File: config.mk
export PLATFORM = sky130hd
export DESIGN_NAME = fan_curve_interpolator
export DESIGN_NICKNAME = d
export VERILOG_FILES = /design/src/rtl/fci_pkg.sv /design/src/rtl/fan_curve_interpolator.sv /design/src/rtl/fci_ram.sv
export SDC_FILE = /design/constraint.sdc
export NUM_CORES = 1
export LEC_CHECK = 0
export ABC_AREA = 0
export CORE_MARGIN = 4
export CORE_UTILIZATION = 30
export CTS_BUF_LIST = sky130_fd_sc_hd__clkbuf_4
export DETAILED_ROUTE_END_ITERATION = 6
export DONT_BUFFER_PORTS = 1
export GPL_ROUTABILITY_DRIVEN = 0
export GPL_TIMING_DRIVEN = 0
export SLEW_MARGIN = 5
export SYNTH_ARGS = -nofsm -noshare
export SYNTH_HDL_FRONTEND = slang
export SYNTH_SLANG_ARGS = --single-unit
File: constraint.sdc
create_clock -name clock -period 10 [get_ports clock]
set_clock_uncertainty 0.05 [all_clocks]
set_input_delay 0.5 -clock clock [delete_from_list [all_inputs] [get_ports clock]]
set_output_delay 0.5 -clock clock [all_outputs]
set_load 0.05 [all_outputs]
File: src/rtl/fci_pkg.sv
// Package: request/response types, FSM states and default curve for the fan curve interpolator.
package fci_pkg;

   localparam int unsigned TEMP_W  = 11;
   localparam int unsigned LEVEL_W = 11;
   localparam int unsigned SAMPLE_W = 12;
   localparam int unsigned PIDX_W  = 4;
   localparam int unsigned MAX_POINTS = 16;
   localparam int unsigned ACC_W   = 2 * LEVEL_W + 1;

   localparam logic CMD_LOAD   = 1'b0;
   localparam logic CMD_SAMPLE = 1'b1;

   localparam logic [LEVEL_W-1:0] LEVEL_MAX = 11'd1024;

   localparam logic [TEMP_W-1:0] DEFAULT_TEMPS [MAX_POINTS] = '{
      11'd400, 11'd480, 11'd560, 11'd640, 11'd720, 11'd800, 11'd880, 11'd960,
      11'd1040, 11'd1120, 11'd1120, 11'd1120, 11'd1120, 11'd1120, 11'd1120, 11'd1120
   };
   localparam logic [LEVEL_W-1:0] DEFAULT_LEVELS [MAX_POINTS] = '{
      11'd102, 11'd205, 11'd307, 11'd410, 11'd512, 11'd614, 11'd717, 11'd819,
      11'd922, 11'd1024, 11'd1024, 11'd1024, 11'd1024, 11'd1024, 11'd1024, 11'd1024
   };

   typedef struct packed {
      logic                       command;
      logic [PIDX_W-1:0]          point_index;
      logic [TEMP_W-1:0]          point_temp;
      logic [LEVEL_W-1:0]         point_level;
      logic signed [SAMPLE_W-1:0] temperature;
   } fci_req_type;

   typedef struct packed {
      logic [LEVEL_W-1:0] fan_level;
      logic               held;
   } fci_rsp_type;

   typedef enum logic [2:0] {
      ST_IDLE,
      ST_P0,
      ST_PLAST,
      ST_SEARCH,
      ST_MUL1,
      ST_MUL2,
      ST_DIV,
      ST_DONE
   } fci_state_type;

endpackage

File: src/rtl/fan_curve_interpolator.sv
// Top level: piecewise-linear fan curve with a point RAM, segment walk and serial divider.
//
//   channel | dir | handshake             | payload
//   req     | in  | req_valid / req_stall | fci_req_type (load point or sample)
//   rsp     | out | rsp_valid / rsp_stall | fci_rsp_type (fan level, held flag)
//
// A load request is taken in the idle state and gives no response.
// A sample reads the first and last points, walks the segments in the point RAM and,
// when interpolating, passes through the multiply states ST_MUL1 and ST_MUL2 and the
// serial divider, then loads the response register before the next request is taken.
// After reset the default curve is in effect: unwritten points read from the package table.
// A waiting response does not block the next request; the next result waits for rsp_stall low.
module fan_curve_interpolator #(
   parameter int unsigned CURVE_POINTS = 10
) (
   input  logic                 clock,
   input  logic                 reset,
   input  logic                 req_valid,
   output logic                 req_stall,
   input  fci_pkg::fci_req_type req_data,
   output logic                 rsp_valid,
   input  logic                 rsp_stall,
   output fci_pkg::fci_rsp_type rsp_data
);
   import fci_pkg::*;

   localparam int unsigned IDX_W = $clog2(CURVE_POINTS);
   localparam logic [IDX_W-1:0] LAST_IDX = IDX_W'(CURVE_POINTS - 1);
   localparam logic [IDX_W-1:0] LAST_SEG = IDX_W'(CURVE_POINTS - 2);
   localparam logic [IDX_W-1:0] IDX_ONE  = IDX_W'(1);
   localparam logic [4:0]       DIV_STEPS_M1 = 5'(ACC_W - 1);

   fci_state_type state_ff, state_in;

   // point RAM and per-point valid bits
   logic                            ram_we;
   logic [IDX_W-1:0]                ram_waddr;
   logic [IDX_W-1:0]                ram_raddr;
   logic [TEMP_W+LEVEL_W-1:0]       ram_q;
   logic [IDX_W-1:0]                rd_addr_ff;
   logic [CURVE_POINTS-1:0]         pt_valid_ff, pt_valid_in;
   logic [TEMP_W-1:0]               rd_temp;
   logic [LEVEL_W-1:0]              rd_level;

   // datapath
   logic signed [SAMPLE_W-1:0] t_ff, t_in;
   logic [TEMP_W-1:0]          ta_ff, ta_in;
   logic [LEVEL_W-1:0]         la_ff, la_in;
   logic [LEVEL_W-1:0]         lb_ff, lb_in;
   logic [TEMP_W-1:0]          dhi_ff, dhi_in;
   logic [TEMP_W-1:0]          dlo_ff, dlo_in;
   logic [TEMP_W-1:0]          den_ff, den_in;
   logic [ACC_W-1:0]           acc_ff, acc_in;
   logic [TEMP_W-1:0]          rem_ff, rem_in;
   logic [4:0]                 div_cnt_ff, div_cnt_in;
   logic [IDX_W-1:0]           seg_ff, seg_in;
   logic [LEVEL_W-1:0]         res_ff, res_in;
   logic                       held_ff, held_in;
   logic [LEVEL_W-1:0]         last_level_ff, last_level_in;
   logic                       rsp_valid_ff, rsp_valid_in;
   fci_rsp_type                rsp_data_ff, rsp_data_in;

   // comparisons and step results
   logic                       req_fire;
   logic                       load_hit;
   logic                       out_free;
   logic signed [SAMPLE_W-1:0] ta_s, tb_s;
   logic                       t_nonneg;
   logic                       in_origin;
   logic                       at_last;
   logic                       in_seg;
   logic [SAMPLE_W-1:0]        diff_hi, diff_lo, width;
   logic [IDX_W:0]             seg_next2;
   logic [TEMP_W:0]            trial;
   logic                       trial_ge;
   logic [2*LEVEL_W-1:0]       prod;

   function automatic logic [LEVEL_W-1:0] clamp_level(input logic [ACC_W-1:0] v);
      if (v > ACC_W'(LEVEL_MAX)) begin
         return LEVEL_MAX;
      end
      return v[LEVEL_W-1:0];
   endfunction

   fci_ram #(
      .WIDTH(TEMP_W + LEVEL_W),
      .DEPTH(CURVE_POINTS)
   ) u_points (
      .clock  (clock),
      .wr_en  (ram_we),
      .wr_addr(ram_waddr),
      .wr_data({req_data.point_temp, req_data.point_level}),
      .rd_addr(ram_raddr),
      .rd_data(ram_q)
   );

   // points never written read as the default curve
   assign rd_temp  = pt_valid_ff[rd_addr_ff] ? ram_q[TEMP_W+LEVEL_W-1:LEVEL_W]
                                             : DEFAULT_TEMPS[PIDX_W'(rd_addr_ff)];
   assign rd_level = pt_valid_ff[rd_addr_ff] ? ram_q[LEVEL_W-1:0]
                                             : DEFAULT_LEVELS[PIDX_W'(rd_addr_ff)];

   assign req_fire  = req_valid && !req_stall;
   assign load_hit  = ({1'b0, req_data.point_index} < (PIDX_W+1)'(CURVE_POINTS));
   assign out_free  = !rsp_valid_ff || !rsp_stall;

   assign ta_s      = $signed({1'b0, ta_ff});
   assign tb_s      = $signed({1'b0, rd_temp});
   assign t_nonneg  = !t_ff[SAMPLE_W-1];
   assign in_origin = t_nonneg && (t_ff <= ta_s);
   assign at_last   = (t_ff >= tb_s);
   assign in_seg    = (t_ff >= ta_s) && (t_ff <= tb_s);
   assign diff_hi   = SAMPLE_W'(tb_s - t_ff);
   assign diff_lo   = SAMPLE_W'(t_ff - ta_s);
   assign width     = SAMPLE_W'(tb_s - ta_s);
   assign seg_next2 = {1'b0, seg_ff} + (IDX_W+1)'(2);

   assign trial     = {rem_ff, acc_ff[ACC_W-1]};
   assign trial_ge  = (trial >= {1'b0, den_ff});
   assign prod      = (state_ff == ST_MUL1) ? la_ff * dhi_ff : lb_ff * dlo_ff;

   // next state
   always_comb begin
      state_in = state_ff;
      case (state_ff)
         ST_IDLE: begin
            if (req_fire && req_data.command == CMD_SAMPLE) begin
               state_in = ST_P0;
            end
         end
         ST_P0: begin
            state_in = ST_PLAST;
         end
         ST_PLAST: begin
            if (in_origin) begin
               state_in = (ta_ff == '0) ? ST_DONE : ST_MUL1;
            end else if (at_last) begin
               state_in = ST_DONE;
            end else begin
               state_in = ST_SEARCH;
            end
         end
         ST_SEARCH: begin
            if (in_seg) begin
               state_in = (width == '0) ? ST_DONE : ST_MUL1;
            end else if (seg_ff == LAST_SEG) begin
               state_in = ST_DONE;
            end
         end
         ST_MUL1: begin
            state_in = ST_MUL2;
         end
         ST_MUL2: begin
            state_in = ST_DIV;
         end
         ST_DIV: begin
            if (div_cnt_ff == '0) begin
               state_in = ST_DONE;
            end
         end
         ST_DONE: begin
            if (out_free) begin
               state_in = ST_IDLE;
            end
         end
         default: begin
            state_in = ST_IDLE;
         end
      endcase
   end

   // control outputs
   always_comb begin
      req_stall = 1'b1;
      ram_we    = 1'b0;
      ram_waddr = req_data.point_index[IDX_W-1:0];
      ram_raddr = '0;
      case (state_ff)
         ST_IDLE: begin
            req_stall = 1'b0;
            ram_we    = req_valid && req_data.command == CMD_LOAD && load_hit;
         end
         ST_P0: begin
            ram_raddr = LAST_IDX;
         end
         ST_PLAST: begin
            ram_raddr = IDX_ONE;
         end
         ST_SEARCH: begin
            if (seg_ff != LAST_SEG) begin
               ram_raddr = seg_next2[IDX_W-1:0];
            end
         end
         default: begin
            ram_raddr = '0;
         end
      endcase
   end

   // datapath next values
   always_comb begin
      pt_valid_in   = pt_valid_ff;
      t_in          = t_ff;
      ta_in         = ta_ff;
      la_in         = la_ff;
      lb_in         = lb_ff;
      dhi_in        = dhi_ff;
      dlo_in        = dlo_ff;
      den_in        = den_ff;
      acc_in        = acc_ff;
      rem_in        = rem_ff;
      div_cnt_in    = div_cnt_ff;
      seg_in        = seg_ff;
      res_in        = res_ff;
      held_in       = held_ff;
      last_level_in = last_level_ff;
      rsp_valid_in  = rsp_valid_ff && rsp_stall;
      rsp_data_in   = rsp_data_ff;

      if (ram_we) begin
         pt_valid_in[ram_waddr] = 1'b1;
      end

      case (state_ff)
         ST_IDLE: begin
            t_in = req_data.temperature;
         end
         ST_P0: begin
            ta_in = rd_temp;
            la_in = rd_level;
         end
         ST_PLAST: begin
            held_in = 1'b0;
            seg_in  = '0;
            if (in_origin) begin
               // line from the origin: la0 * t / ta0
               res_in = '0;
               dhi_in = t_ff[TEMP_W-1:0];
               lb_in  = '0;
               dlo_in = '0;
               den_in = ta_ff;
            end else if (at_last) begin
               res_in = clamp_level(ACC_W'(rd_level));
            end
         end
         ST_SEARCH: begin
            if (in_seg) begin
               res_in = clamp_level(ACC_W'(la_ff));
               dhi_in = diff_hi[TEMP_W-1:0];
               dlo_in = diff_lo[TEMP_W-1:0];
               lb_in  = rd_level;
               den_in = width[TEMP_W-1:0];
            end else begin
               ta_in = rd_temp;
               la_in = rd_level;
               seg_in = seg_ff + IDX_ONE;
               if (seg_ff == LAST_SEG) begin
                  held_in = 1'b1;
               end
            end
         end
         ST_MUL1: begin
            acc_in = ACC_W'(prod);
         end
         ST_MUL2: begin
            acc_in     = acc_ff + ACC_W'(prod);
            rem_in     = '0;
            div_cnt_in = DIV_STEPS_M1;
         end
         ST_DIV: begin
            // restoring divide, one quotient bit per cycle
            rem_in     = trial_ge ? TEMP_W'(trial - {1'b0, den_ff}) : trial[TEMP_W-1:0];
            acc_in     = {acc_ff[ACC_W-2:0], trial_ge};
            div_cnt_in = div_cnt_ff - 5'd1;
            if (div_cnt_ff == '0) begin
               res_in = clamp_level({acc_ff[ACC_W-2:0], trial_ge});
            end
         end
         ST_DONE: begin
            if (out_free) begin
               rsp_valid_in = 1'b1;
               if (held_ff) begin
                  rsp_data_in.fan_level = last_level_ff;
                  rsp_data_in.held      = 1'b1;
               end else begin
                  rsp_data_in.fan_level = res_ff;
                  rsp_data_in.held      = 1'b0;
                  last_level_in         = res_ff;
               end
            end
         end
         default: begin
            held_in = held_ff;
         end
      endcase
   end

   always_ff @(posedge clock) begin
      if (reset) begin
         state_ff      <= ST_IDLE;
         pt_valid_ff   <= '0;
         last_level_ff <= '0;
         rsp_valid_ff  <= 1'b0;
      end else begin
         state_ff      <= state_in;
         pt_valid_ff   <= pt_valid_in;
         last_level_ff <= last_level_in;
         rsp_valid_ff  <= rsp_valid_in;
      end
   end

   always_ff @(posedge clock) begin
      rd_addr_ff  <= ram_raddr;
      t_ff        <= t_in;
      ta_ff       <= ta_in;
      la_ff       <= la_in;
      lb_ff       <= lb_in;
      dhi_ff      <= dhi_in;
      dlo_ff      <= dlo_in;
      den_ff      <= den_in;
      acc_ff      <= acc_in;
      rem_ff      <= rem_in;
      div_cnt_ff  <= div_cnt_in;
      seg_ff      <= seg_in;
      res_ff      <= res_in;
      held_ff     <= held_in;
      rsp_data_ff <= rsp_data_in;
   end

   assign rsp_valid = rsp_valid_ff;
   assign rsp_data  = rsp_data_ff;

endmodule

File: src/rtl/fci_ram.sv
// Generic single-port-write, single-port-read RAM with registered read data.
module fci_ram #(
   parameter int unsigned WIDTH = 22,
   parameter int unsigned DEPTH = 10
) (
   input  logic                     clock,
   input  logic                     wr_en,
   input  logic [$clog2(DEPTH)-1:0] wr_addr,
   input  logic [WIDTH-1:0]         wr_data,
   input  logic [$clog2(DEPTH)-1:0] rd_addr,
   output logic [WIDTH-1:0]         rd_data
);

   logic [WIDTH-1:0] mem_ff [DEPTH];
   logic [WIDTH-1:0] rd_data_ff;

   always_ff @(posedge clock) begin
      if (wr_en) begin
         mem_ff[wr_addr] <= wr_data;
      end
      rd_data_ff <= mem_ff[rd_addr];
   end

   assign rd_data = rd_data_ff;

endmodule

==> results of run 1 <==
stage by stage:
| stage | hold WS (ns) | util | cells | worst slack (ns) |
|---|---|---|---|---|
| floorplan | 0.385 | - | 2717 | 3.27 |
| global placement | 0.397 | 0.319 | 3971 | 2.10 |
| detailed placement | 0.412 | 0.321 | 3984 | 2.10 |
| CTS | 0.0477 | 0.341 | 4221 | 2.11 |
| global route | 0.0774 | 0.341 | 4225 | 1.56 |
| finish | 0.140 | 0.341 | 4234 | 2.12 |
worst max-delay path by stage:
stage / slack (ns) / endpoint
floorplan: 3.27 / acc_ff[19]
global placement: 2.10 / acc_ff[19]
detailed placement: 2.10 / acc_ff[19]
CTS: 2.11 / acc_ff[19]
global route: 1.56 / acc_ff[22]
finish: 2.12 / acc_ff[22]
cells in the final DEF (no fill, tap or decap), drive strengths merged, types with 16 or more instances in the layout:
master,count
nand2,396
edfxtp,365
inv,310
clkbuf,251
ha,205
and2,166
fa,165
nor2,149
a21oi,88
o21ai,83
nand3,77
dfxtp,51
a311oi,45
dlygate4sd3,43
a31oi,40
a211oi,40
xor2,38
buf,37
nor3,35
clkinv,34
a21o,33
xnor2,30
nor2b,25
mux2i,24
o31ai,16
sequential cells by signal (all words and copies together) (netlist names):
signal            flops
rem_ff               11
dhi_ff               11
seg_ff                4
last_level_ff        11
div_cnt_ff            5
t_ff                 12
held_ff               1
la_ff                11
rsp_data             12
acc_ff               23
lb_ff                11
rd_addr_ff            4
state_ff              3
rsp_valid             1
pt_valid_ff          10
ta_ff                11
den_ff               11
u_points.mem_ff     220
u_points.rd_data     22
dlo_ff               11
res_ff               11
worst max-delay path, delay by kind of cell, from the launching register on:
family                     cells  cell delay, ns
DFF                            1            0.49
buffers and inverters          4            0.72
and+or+nand+nor                4            0.52
adders and majority gates      7            3.16
xor gates and xnor gates       1            0.14
AOI/OAI and AO/OA             12            2.52
repair_timing:
item | CTS | global route
hold buffers | 43 | 0
buffers inserted | 0 | 0
endpoints found under the hold margin | 291 | 0
per-layer routing:
metal  GRT usage  share of wire
met1       0.213           0.44
met2       0.252           0.46
met3      0.0432          0.085
met4      0.0428          0.023
met5           0        0.00010
cell type report:
type	count	area share
multi-input cells	1875	0.460
clock buffers	155	0.0366
repair buffers	56	0.0183
flip-flops and latches	416	0.377
diodes	13	0.00102
well taps	1254	0.0494
plain buffers	120	0.0150
inverters	306	0.0362
clock inverters	39	0.00626
kinds of logic after synthesis:
family | synth area share
AND/OR/NAND/NOR | 0.155
AO/OA/AOI/OAI | 0.116
buffers and inverters | 0.0577
adder cells (fa/ha/maj) | 0.209
multiplexers | 0.0161
flip-flops | 0.426
XOR/XNOR | 0.0212
==> run summary, run 1 <==
Share of layout cells above drive strength 1 -> 0.0870
Fillers -> 9499
First-pass GRT wire length -> 121000 um
Synth top area cells -> edfxtp_1 39%, fa_1 12%, ha_1 9.1%
I/O Pins -> 57
Post-synthesis cell area -> 28100 um^2
Worst Hold End -> u_points.mem_ff[3][0]
Initial antenna violation count -> 11
Status -> complete, no violations
R2R Setup Slk -> 2.12 ns
Clock latency on the worst-skew pair -> 0.89 ns
Vias -> 20949
Root Driver -> clkbuf_4
Drt wl/cell -> 18.6 um
Crit-path max FO -> 10
TritonCTS clock tree -> done
Detailed placement HPWL -> 58400 um
Initial core utilization -> 0.302
Finish-stage setup viols -> 0
H-tree depth -> 3
Largest area contributor in the netlist -> edfxtp_1
Full die area -> 98700 um^2
Area Overhead vs Synth -> 12.9%
Slew HR -> 0.151
Finished Cell Area -> 31800 um^2
Cell variety after synth -> 83
Synth cell count leaders -> 396 x nand2_1, 365 x edfxtp_1, 301 x inv_1
Least-Margin Pin Slew -> 1.27 ns
Critical Path Source Type -> register
Worst Setup SP -> la_ff[3]
Final Hold Viols -> 0
EDFF count, synth -> 365
PostCTS Resize Cnt -> 0
Crit-path slowest cell -> clkbuf_1
Largest net degree at the start of global routing -> 26
Max Cap Violations -> 0
Post-synth ARST share -> 0
Mapped Cells -> 2717
Worst setup EP type -> register
Slowest stage delay, CP -> 0.58 ns
Post-Syn Nets -> 3130
GRT Util Overall -> 0.158
Residual DRC -> 0
Final min period -> 7.88 ns
Final Max Slew Viols -> 0
Total congestion overflow -> 0
Synthesis Warnings -> 0
Die H -> 314 um
Share of the synthesized area in the top cell type -> 0.390
Arrival @ worst endpoint -> 8.41 ns
Most numerous cell in the Yosys netlist -> nand2_1
RR Endpoint -> acc_ff[22]
Seq/Total Area, Yosys -> 0.426
Worst r2r src -> la_ff[3]
Storage cell area -> 12000 um^2
Mean Syn Cell Area -> 10.4 um^2
I/O Buffers -> 0
Final WL -> 78600 um
Setup TNS -> 0 ns
Most frequent CP cell -> fa_1
Core area -> 93200 um^2
Drt initial violations -> 1683
Peak Freq -> 0.127 GHz
Vias in the first global route -> 20859
Worst hold path stage count -> 2
Ys flop type -> edfxtp_1
Register bit total from synthesis -> 416
Vias/cell -> 4.95
Hold Crit Start -> req_data[35]
Tcrit/Tclk final -> 0.788
Cells on worst reg2reg path -> 28
RSZ-0062 raised after global routing -> no
Pre-antenna DRT Iters -> 5
Post-route ant nets -> 0
Rows -> 112
Type of the most critical hold path -> primary input to register
Area of the multi-input gates -> 14600 um^2
Crit Path Class -> register to register
Critical Path RT -> 10.53 ns
CTS clk-pin slew, worst paths -> 0.07 ns
Inserted Clock Buffers -> 103
Max clock buf depth -> 3
Clk sinks -> 416
Die X -> 314 um
Final-stage net count -> 3291
Post-DP Area -> 29900 um^2
Power of run 1 is not shown: default switching activity piles up to over one toggle a cycle in this logic, so the estimate is an artifact.
==> inputs of run 2 (changes only) <==
ABC_AREA = 1   (was 0)
clock period = 7.04 ns   (was 10 ns; I/O delays follow)
==> run 2 against run 1 <==
Net effect: die area rose by 4.5%; wire length rose by 4.5%; via count rose by 11%; non-clock buffer count rose by 8; sequential share of layout area fell by 2.1 points; area after synthesis rose by 4.6%; count of clock-buffer cells in the layout rose by 7; final cell count rose by 16%; register-to-register slack got worse by 1.9 ns; global-route usage barely moved; synthesized cell count rose by 23%; first-iteration DRC count rose by 10%; critical path type unchanged; largest cell class unchanged; highest routed layer is now met4.
==> run summary, run 2 <==
Die H -> 321 um
Top reg by flops -> u_points.mem_ff
Vias in the first global route -> 23351
Vias/cell -> 4.76
Mapped Cells -> 3348
Root Driver -> clkbuf_4
Critical Path RT -> 7.61 ns
Drt wl/cell -> 16.8 um
Full die area -> 103000 um^2
Worst slack, placed -> -0.421 ns
Final WL -> 82200 um
Tcrit/Tclk final -> 0.965
CP Buf/Inv Count -> 5
Critical path's top delay family -> adder cells
Detailed placement HPWL -> 62600 um
Slowest stage delay, CP -> 0.55 ns
EDFF count, synth -> 365
Total congestion overflow -> 0
Final min period -> 6.79 ns
Post-DP Area -> 31200 um^2
Die X -> 321 um
Pre-antenna DRT Iters -> 6
Drt initial violations -> 1854
Crit Path Class -> register to register
Inserted Clock Buffers -> 110
Final-stage net count -> 3942
I/O Pins -> 57
I/O Buffers -> 0
Clk sinks -> 416
Post-synth ARST share -> 0
Crit-path slowest cell -> fa_1
Core area -> 97000 um^2
Vias -> 23338
Finish-stage setup viols -> 0
Synthesis Warnings -> 0
Crit-path max FO -> 6
Post-Syn Nets -> 3761
Cell variety after synth -> 56
Rows -> 114
Status -> complete, no violations
Least-Margin Pin Slew -> 1.19 ns
Largest net degree at the start of global routing -> 26
Post-route setup slack -> 0.248 ns
Type of the most critical hold path -> primary input to register
Commonest non-fill, non-tap cell in the layout -> nand2_1
Critical Path Source Type -> register
Most numerous cell in the Yosys netlist -> nand2_1
Peak Freq -> 0.147 GHz
Initial core utilization -> 0.303
Commonest non-fill, non-tap cells in the layout -> 669 x nand2_1, 641 x inv_1, 365 x edfxtp_1
Post-synthesis cell area -> 29400 um^2
Share of the synthesized area in the top cell type -> 0.372
GRT Util Overall -> 0.158
Area Overhead vs Synth -> 14.4%
Synth top area cells -> edfxtp_1 37%, fa_1 11%, ha_1 8.7%
Share of layout cells above drive strength 1 -> 0.104
H-tree depth -> 3
Register bit total from synthesis -> 416
Synth cell count leaders -> 670 x nand2_1, 641 x inv_1, 365 x edfxtp_1
CTS clk-pin slew, worst paths -> 0.07 ns
First-pass GRT wire length -> 129000 um
TritonCTS clock tree -> done
Max FFs per register -> 220
Final Max Slew Viols -> 0
Slew HR -> 0.207
Most frequent CP cell -> fa_1
Max Cap Violations -> 0
Seq/Total Area, Yosys -> 0.407
Largest area contributor in the netlist -> edfxtp_1
Residual DRC -> 0
Mean Syn Cell Area -> 8.79 um^2
Post-route ant nets -> 0
Finished Cell Area -> 33700 um^2
Worst setup EP type -> register
Final Hold Viols -> 0
Ys flop type -> edfxtp_1
Clock latency on the worst-skew pair -> 0.93 ns
Max clock buf depth -> 3
Arrival @ worst endpoint -> 7.36 ns
Initial antenna violation count -> 5
==> run 2: cell types whose count changed in the layout (fill, tap and decap cells not counted), sizes merged, moves of 51 or more <==
cell    before  now
and2       166    5
nand2      396  687
inv        310  659
o21ai       83  215
o211ai      11   90
buf         37   88
a21oi       88  176
nand3       77  173
nor2       149  230
==> run 2: stage by stage <==
stage	setup TNS, ns	util	hold slack (ns)	instances
after floorplan	0	-	0.379	3348
after global placement	-2.48	0.320	0.389	4624
after detailed placement	-2.26	0.322	0.396	4628
after CTS	0	0.341	0.000320	4866
after global routing	-0.299	0.347	0.00970	4904
final	0	0.347	0.0623	4905
==> run 2: worst register-to-register path, cell delays in order (launching register included) <==
cell	delay (ns)
edfxtp_1	0.53
buf_6	0.19
nand2_1	0.08
fa_1	0.52
inv_1	0.06
fa_1	0.52
fa_1	0.44
fa_1	0.55
inv_1	0.06
fa_1	0.53
inv_1	0.05
ha_2	0.38
nand2_1	0.13
nor3_1	0.37
nand3_1	0.17
nand4_1	0.13
nand3_1	0.19
nand2_1	0.12
inv_1	0.05
ha_1	0.34
nand2_1	0.11
nor2_2	0.19
nand4_1	0.12
o211ai_1	0.35
a21oi_1	0.12
o21ai_0	0.10
nand3_1	0.09
==> run 2: final timing paths <==
path               startpoint          endpoint  slack [ns]  depth (start not counted)
max                 dlo_ff[3]        acc_ff[21]        0.25                         26
min               req_data[9]           t_ff[9]        0.06                          1
max reg2reg         dlo_ff[3]        acc_ff[21]        0.25                         26
min reg2reg  last_level_ff[5]  last_level_ff[5]        0.40                          2
==> run 2: timing repair <==
| item | in CTS | in global routing |
|---|---|---|
| setup buffers | 2 | 39 |
| gates cloned | 0 | 1 |
| hold endpoints to repair | 426 | 0 |
| resized for setup | 15 | 80 |
| hold buffers | 48 | 0 |
| pin swaps | 0 | 5 |
| endpoints found under the setup margin | 10 | 11 |
==> run 2: logic make-up after synthesis <==
| group | synth area share |
|---|---|
| flops | 0.407 |
| fa+ha+maj | 0.199 |
| simple gates | 0.174 |
| xor+xnor | 0.00655 |
| compound gates | 0.107 |
| mux | 0.00510 |
| buf+inv | 0.101 |
==> run 2: metal layers <==
layer  wire length (um)  track usage  up-vias
met2              39900        0.275      657
li1                   -            -    11382
met1              35500        0.202    11149
met4               2500       0.0511        0
met5                  0            0        -
met3               4310       0.0249      150
==> run 2: cell type report <==
type                       instances  area [um^2]
fill                           10075        63300
multi-input combinational       2161        14700
sequential                       416        12000
inverter                         656         2460
tap                             1276         1600
clock buffer                     162         1220
timing repair buffer              94          981
buffer                            90          450
clock inverter                    45          244
antenna                            5         12.5
Power of run 2 is left out for the same reason.
